`config.mk`:
```
export PLATFORM = sky130hd
export DESIGN_NAME = weighted_random_target_selector_top
export DESIGN_NICKNAME = d
export VERILOG_FILES = /design/src/hdl/wrts_pkg.sv /design/src/hdl/weighted_random_target_selector_top.sv
export SDC_FILE = /design/constraint.sdc
export NUM_CORES = 1
export LEC_CHECK = 0
export BUFFER_PORTS_ARGS = -buffer_cell sky130_fd_sc_hd__buf_2
export CORE_MARGIN = 10
export CORE_UTILIZATION = 35
export CTS_CLUSTER_DIAMETER = 50
export CTS_CLUSTER_SIZE = 40
export DETAILED_ROUTE_END_ITERATION = 8
export GPL_TIMING_DRIVEN = 0
export HOLD_SLACK_MARGIN = 0.05
export SYNTH_ARGS = -nofsm -noshare
export SYNTH_HDL_FRONTEND = slang
export SYNTH_SLANG_ARGS = --single-unit
```
`constraint.sdc`:
```
create_clock -name i_clk -period 13.8 [get_ports i_clk]
set_input_delay 2.76 -clock i_clk [delete_from_list [all_inputs] [get_ports i_clk]]
set_output_delay 2.76 -clock i_clk [all_outputs]
set_load 0.1 [all_outputs]
```
`src/hdl/wrts_pkg.sv`:
```
// ----------------------------------------------------------------------------
// wrts_pkg
// Shared types and constants for the weighted random target selector.
// ----------------------------------------------------------------------------
package wrts_pkg;

    // Table geometry
    localparam int MAX_TARGETS = 16;
    localparam int WEIGHT_BITS = 24;
    localparam int IDX_W       = $clog2(MAX_TARGETS);
    localparam int CNT_W       = $clog2(MAX_TARGETS + 1);
    localparam int PW_W        = WEIGHT_BITS + IDX_W;

    // Fixed field widths
    localparam int ID_W     = 32;
    localparam int SLOT_W   = 4;
    localparam int DRAW_W   = 64;
    localparam int WFIELD_W = 24;
    localparam int BIT_CNT_W = $clog2(DRAW_W);

    // Request modes
    typedef enum logic [1:0] {
        MODE_CLEAR  = 2'd0,
        MODE_APPEND = 2'd1,
        MODE_SETCON = 2'd2,
        MODE_SELECT = 2'd3
    } t_mode;

    // Result status codes
    typedef enum logic [2:0] {
        ST_OK         = 3'd0,
        ST_NO_TARGET  = 3'd1,
        ST_ZERO_TOTAL = 3'd2,
        ST_FULL       = 3'd3,
        ST_BAD_SLOT   = 3'd4
    } t_status;

    // Sequencer states
    typedef enum logic [2:0] {
        S_IDLE,
        S_DIV,
        S_SRCH_RD,
        S_SRCH_CMP,
        S_SCAN,
        S_ID
    } t_state;

    typedef struct packed {
        t_mode               mode;
        logic [ID_W-1:0]     entry_id;
        logic [WFIELD_W-1:0] entry_weight;
        logic                entry_valid;
        logic [SLOT_W-1:0]   slot_index;
        logic                connected;
        logic [DRAW_W-1:0]   draw;
    } t_req;

    typedef struct packed {
        t_status           status;
        logic              found;
        logic [SLOT_W-1:0] chosen_slot;
        logic [ID_W-1:0]   chosen_id;
    } t_rsp;

endpackage

```
`src/hdl/weighted_random_target_selector_top.sv`:
```
// ----------------------------------------------------------------------------
// weighted_random_target_selector_top
// Weighted target table with modulo-draw selection and connected-slot scan.
// ----------------------------------------------------------------------------
// Clear, append and set-connected requests finish at once, and so does a
// select on an empty table or a zero total weight. Busy stays low and the
// result strobe o_done is high in the cycle after the request. Any other
// select holds busy high through the modulo, the prefix search up to the
// slot where it stops, and the connected scan, which visits slots up to
// and including the hit. When no slot is connected, the scan visits every
// slot. The select result strobes in the first cycle with busy low. The
// next request can be taken at the edge that ends that cycle.
// One 29-bit subtract/compare unit does the 64-step restoring modulo of
// the draw by the total weight, then the prefix search, one slot at a
// time through the registered table read. Each result is shown with
// o_done high for exactly one cycle and stays on o_rsp until the next
// request; the receiver must take it.
// ----------------------------------------------------------------------------
module weighted_random_target_selector_top (
    input  logic           i_clk,
    input  logic           i_rst_n,
    input  logic           i_start,
    input  wrts_pkg::t_req i_req,
    output logic           o_busy,
    output logic           o_done,
    output wrts_pkg::t_rsp o_rsp
);
    import wrts_pkg::*;

    localparam int CMP_W = PW_W + 2;
    localparam int SC_W  = (CNT_W > SLOT_W) ? CNT_W : SLOT_W;

    // Sequencer and table control
    t_state                r_state, n_state;
    logic [CNT_W-1:0]      r_count, n_count;
    logic [PW_W-1:0]       r_total, n_total;
    logic [MAX_TARGETS-1:0] r_conn, n_conn;
    logic [IDX_W-1:0]      r_idx, n_idx;
    logic [CNT_W-1:0]      r_scan, n_scan;
    logic [BIT_CNT_W-1:0]  r_bit, n_bit;
    logic [DRAW_W-1:0]     r_dvd, n_dvd;
    logic [PW_W-1:0]       r_rem, n_rem;
    logic                  r_done, n_done;
    t_rsp                  r_rsp, n_rsp;

    // Table memories
    logic [PW_W-1:0] prefix_mem [MAX_TARGETS];
    logic [ID_W-1:0] id_mem     [MAX_TARGETS];
    logic [PW_W-1:0] r_pw_rd;
    logic [ID_W-1:0] r_id_rd;
    logic            w_we;
    logic [IDX_W-1:0] w_waddr;
    logic [PW_W-1:0] w_sum;

    // Shared subtract/compare unit
    logic [PW_W:0]    w_cmp_a, w_cmp_b;
    logic [CMP_W-1:0] w_diff;
    logic             w_ge;

    logic             w_last;
    logic [IDX_W-1:0] w_slot;
    logic             w_bad_slot;

    assign o_busy = (r_state != S_IDLE);
    assign o_done = r_done;
    assign o_rsp  = r_rsp;

    assign w_waddr    = r_count[IDX_W-1:0];
    assign w_sum      = r_total + PW_W'(i_req.entry_weight[WEIGHT_BITS-1:0]);
    assign w_last     = (CNT_W'(r_idx) == r_count - CNT_W'(1));
    assign w_slot     = IDX_W'(i_req.slot_index);
    assign w_bad_slot = (SC_W'(i_req.slot_index) >= SC_W'(r_count));

    // Select operands: modulo step in S_DIV, prefix compare otherwise
    always_comb begin
        if (r_state == S_DIV) begin
            w_cmp_a = {r_rem, r_dvd[DRAW_W-1]};
            w_cmp_b = {1'b0, r_total};
        end else begin
            w_cmp_a = {1'b0, r_rem};
            w_cmp_b = {1'b0, r_pw_rd};
        end
        w_diff = {1'b0, w_cmp_a} - {1'b0, w_cmp_b};
        w_ge   = ~w_diff[CMP_W-1];
    end

    // Write appended entries, read at the sequencer index
    always_ff @(posedge i_clk) begin
        if (w_we) begin
            prefix_mem[w_waddr] <= w_sum;
            id_mem[w_waddr]     <= i_req.entry_id;
        end
        r_pw_rd <= prefix_mem[r_idx];
        r_id_rd <= id_mem[r_idx];
    end

    // Next state and outputs
    always_comb begin
        n_state = r_state;
        n_count = r_count;
        n_total = r_total;
        n_conn  = r_conn;
        n_idx   = r_idx;
        n_scan  = r_scan;
        n_bit   = r_bit;
        n_dvd   = r_dvd;
        n_rem   = r_rem;
        n_done  = 1'b0;
        n_rsp   = r_rsp;
        w_we    = 1'b0;

        unique case (r_state)
            S_IDLE: begin
                if (i_start) begin
                    n_rsp = '{status: ST_OK, found: 1'b0, chosen_slot: '0, chosen_id: '0};
                    unique case (i_req.mode)
                        MODE_CLEAR: begin
                            n_count = '0;
                            n_total = '0;
                            n_conn  = '0;
                            n_done  = 1'b1;
                        end
                        MODE_APPEND: begin
                            n_done = 1'b1;
                            if (i_req.entry_valid) begin
                                if (r_count == CNT_W'(MAX_TARGETS)) begin
                                    n_rsp.status = ST_FULL;
                                end else begin
                                    w_we            = 1'b1;
                                    n_total         = w_sum;
                                    n_conn[w_waddr] = 1'b1;
                                    n_count         = r_count + CNT_W'(1);
                                end
                            end
                        end
                        MODE_SETCON: begin
                            n_done = 1'b1;
                            if (w_bad_slot) begin
                                n_rsp.status = ST_BAD_SLOT;
                            end else begin
                                n_conn[w_slot] = i_req.connected;
                            end
                        end
                        MODE_SELECT: begin
                            if (r_count == '0) begin
                                n_done       = 1'b1;
                                n_rsp.status = ST_NO_TARGET;
                            end else if (r_total == '0) begin
                                n_done       = 1'b1;
                                n_rsp.status = ST_ZERO_TOTAL;
                            end else begin
                                n_dvd   = i_req.draw;
                                n_rem   = '0;
                                n_bit   = '0;
                                n_state = S_DIV;
                            end
                        end
                        default: begin
                            n_done = 1'b1;
                        end
                    endcase
                end
            end
            // Restoring modulo, one draw bit per cycle
            S_DIV: begin
                n_rem = w_ge ? w_diff[PW_W-1:0] : w_cmp_a[PW_W-1:0];
                n_dvd = r_dvd << 1;
                n_bit = r_bit + BIT_CNT_W'(1);
                if (r_bit == BIT_CNT_W'(DRAW_W - 1)) begin
                    n_idx   = '0;
                    n_state = S_SRCH_RD;
                end
            end
            // Wait for the registered prefix read
            S_SRCH_RD: begin
                n_state = S_SRCH_CMP;
            end
            // Stop at the first prefix above the remainder, or the last slot
            S_SRCH_CMP: begin
                if (!w_ge || w_last) begin
                    n_scan  = '0;
                    n_state = S_SCAN;
                end else begin
                    n_idx   = r_idx + IDX_W'(1);
                    n_state = S_SRCH_RD;
                end
            end
            // Advance with wrap to the first connected slot, or report no target after every slot
            S_SCAN: begin
                if (r_conn[r_idx]) begin
                    n_state = S_ID;
                end else if (r_scan == r_count - CNT_W'(1)) begin
                    n_done       = 1'b1;
                    n_rsp.status = ST_NO_TARGET;
                    n_state      = S_IDLE;
                end else begin
                    n_scan = r_scan + CNT_W'(1);
                    n_idx  = w_last ? '0 : r_idx + IDX_W'(1);
                end
            end
            // Id read is back: report the hit
            S_ID: begin
                n_done            = 1'b1;
                n_rsp.status      = ST_OK;
                n_rsp.found       = 1'b1;
                n_rsp.chosen_slot = SLOT_W'(r_idx);
                n_rsp.chosen_id   = r_id_rd;
                n_state           = S_IDLE;
            end
            default: begin
                n_state = S_IDLE;
            end
        endcase
    end

    // Control registers
    always_ff @(posedge i_clk) begin
        if (!i_rst_n) begin
            r_state <= S_IDLE;
            r_count <= '0;
            r_total <= '0;
            r_conn  <= '0;
            r_done  <= 1'b0;
        end else begin
            r_state <= n_state;
            r_count <= n_count;
            r_total <= n_total;
            r_conn  <= n_conn;
            r_done  <= n_done;
        end
    end

    // Datapath registers
    always_ff @(posedge i_clk) begin
        r_idx  <= n_idx;
        r_scan <= n_scan;
        r_bit  <= n_bit;
        r_dvd  <= n_dvd;
        r_rem  <= n_rem;
        r_rsp  <= n_rsp;
    end

    // Checks
    a_count_range: assert property (@(posedge i_clk) disable iff (!i_rst_n)
        r_count <= CNT_W'(MAX_TARGETS))
        else $error("entry count above table size");

    a_rem_below_total: assert property (@(posedge i_clk) disable iff (!i_rst_n)
        (r_state == S_SRCH_RD) |-> (r_rem < r_total))
        else $error("modulo remainder not below total weight");

    a_found_ok: assert property (@(posedge i_clk) disable iff (!i_rst_n)
        (o_done && o_rsp.found) |-> (o_rsp.status == ST_OK))
        else $error("found result with error status");

    a_found_connected: assert property (@(posedge i_clk) disable iff (!i_rst_n)
        (o_done && o_rsp.found) |->
            (r_conn[IDX_W'(o_rsp.chosen_slot)] &&
             (SC_W'(o_rsp.chosen_slot) < SC_W'(r_count))))
        else $error("chosen slot not a connected table entry");

    a_done_after_id: assert property (@(posedge i_clk) disable iff (!i_rst_n)
        (r_state == S_ID) |=> (o_done && o_rsp.found && !o_busy))
        else $error("id stage did not deliver a hit");

endmodule
```
==> summary.txt <==
Outcome: finished clean
Top-count cell post-synth: edfxtp_1
Dpl cells: 4966
Synthesis Warnings: 0
Most frequent cells after synthesis: edfxtp_1, nand2_1, mux4_2, dfxtp_1, clkbuf_1
Worst Max-Slew Pin Slew: 1.43 ns
Final period utilization: 44.3%
Max rail drop VDD: 126 uV
WP data arrival: 6.56 ns
Final Hold Vio Count: 0
Final clock skew: 0.0496 ns
Total Power: 10.7 mW
Root Buffer: clkbuf_16
Synth area leaders: edfxtp_1, mux4_2, dfxtp_1
First-pass GRT wire length: 195 mm
GRT Total Usage: 16.6%
Number of CTS-inserted buffers: 111
Synthesis-to-layout area growth: 17.2%
Final Critical Period: 6.11 ns
Congestion Overflow GR: 0
Power Density: 182 nW/um2
Distinct cell type count after synthesis: 82
Vias in the first global route: 27900
Clock transition at the registers of the reported paths: 0.07 ns
Via count: 27600
Critical Path RT: 14.25 ns
Routed WL: 134 mm
CTS max path bufs: 3
Post-synth top area cell: edfxtp_1
Fin. max-slew vios: 0
IO buf count: 172
Internal reg-to-reg setup slack: 8.57 ns
Final #Nets: 3392
Max Cap Viol: 0
Site Rows: 138
Die width: 398 um
Worst-path fanout max: 10
Post-Syn Nets: 3034
Vias/cell: 5.33
CTS tree: built
Fmax: 164 MHz
Worst r2r path cells: 17
Ys flop type: edfxtp_1
Seq cells post-synth: 1220
Critical path class: in2reg
Largest net degree at the start of global routing: 25
CP endpoint kind: register
Register area share after synthesis: 70.9%
Post-synth ARST share: 0%
Core Util, Final: 41.4%
Syn Inst Count: 2833
Wire length per cell: 25.9 um
Number of routed nets with antenna violations: 0
Core ar.: 142000 um2
H-tree levels: 3
IO Count: 173
Number of DRC markers in iteration 0: 2459
Die area: 159000 um2
Share of cells above drive strength 1: 25.6%
HP Class: reg2reg
Synth Area per Inst: 17.7 um2
RSZ-0062 raised after global routing: false
Post-CTS Resized: 0
Final non-filler cell total: 5180
DP Wirelength: 89.4 mm
Register Area: 35500 um2
Top cell type's share of synthesized area: 66.3%
Final setup viols: 0
Max transition margin: 4.41%
Post-CTS Setup Inserts: 0
Gp weighted congestion: 0.868
Hold depth: 2
Startpoint types: primary input
Synth Cell Area: 50100 um2
Leak pwr: 19.8 nW
Fill count: 12600
Drt pass-1 iters: 5
Die H: 398 um
Clock sinks: 1220
Hold buffer count at cts: 0
Post-route DRC: 0
Antenna violations before repair: 25
Starting Density: 35.3%
Post-synth EDFFs: 1107
Multi-input logic area: 14100 um2
Clk_lat worst skew: 0.75 ns
## critical path: stages
cell	delay (ns)
buf_2	0.12
inv_1	0.10
ha_1	0.15
clkbuf_1	0.32
and3_1	0.33
and2_1	0.15
clkbuf_1	0.21
clkbuf_1	0.52
nand2_1	0.41
nor3_2	0.83
buf_6	0.27
buf_6	0.17
buf_6	0.18
## report_power, final
part	switching, mW	internal (mW)
combinational	1.89	1.12
clock	1.56	1.68
sequential	0.0976	4.33
## layer usage
layer | wire [um] | up-vias | part of all wire, % | GRT usage, %
met1 | 55000 | 14400 | 41 | 22.1
li1 | - | 12000 | - | -
met2 | 66000 | 1006 | 49 | 28.0
met4 | 3250 | 22 | 2.4 | 4.00
met3 | 9850 | 211 | 7.3 | 3.26
met5 | 133 | - | 0.099 | 0
## logic make-up after synthesis
group	synth area share, %
multiplexers	14.6
AND/OR/NAND/NOR	5.94
flip-flops	70.9
buffers and inverters	1.35
AO/OA/AOI/OAI	4.35
XOR/XNOR	1.08
adder cells (fa/ha/maj)	1.78
## path summary, 6_finish.rpt
| check | to | start |
|---|---|---|
| worst min register to register | r_conn[0] | r_conn[0] |
| worst min-delay path | r_conn[0] | r_conn[0] |
| worst max-delay path | id_mem[1][13] | i_req[127] |
| worst max register to register | r_rem[16] | r_state[0] |
## layout by cell type (no fill, tap or decap), drive strengths merged, types with 6 or more instances in the layout
cell and instances:
mux4 305, inv 53, o31ai 7, and3 47
a22o 14, xor2 23, nor3 22, a22oi 19
nor2 85, nand2b 12, nor2b 32, a21o 41
edfxtp 1107, ha 68, nand3 35, a211oi 20
buf 284, nor4 10, clkinv 41, and2 13
mux2i 31, o21a 13, clkinvlp 6, clkbuf 231
xnor2 39, nand2 380, a31oi 8, a21oi 63
o21ai 38, a21boi 19, mux2 14, nor3b 8
dfxtp 113
## sequential cells by signal (all words and copies together) (netlist names), 6 cells and up
name	count
prefix_mem	448
r_id_rd	32
r_rem	28
r_conn	16
r_dvd	64
r_bit	6
id_mem	512
o_rsp	40
r_total	28
r_pw_rd	28
## per-stage QoR
stage | setup TNS, ns | setup slack, ns | hold slack (ns) | area, um2
2_1_floorplan | 0 | 2.49 | 0.448 | 50100
3_3_place_gp | -505.93 | -2.00 | 0.474 | 53300
3_5_place_dp | 0 | 6.93 | 0.488 | 54700
4_1_cts | 0 | 7.73 | 0.492 | 58600
5_1_grt | 0 | 7.53 | 0.522 | 58700
6_report | 0 | 7.69 | 0.492 | 58700
## final cells by class
class,instances,area share [%]
diodes,3,0.0128
inverters,18,0.115
clock buffers,123,4.93
repair buffers,245,3.62
clock inverters,86,1.74
well taps,1890,4.03
flip-flops and latches,1220,60.5
plain buffers,147,1.04
multi-input cells,1448,24.1
(Power assumes the default switching activity.)
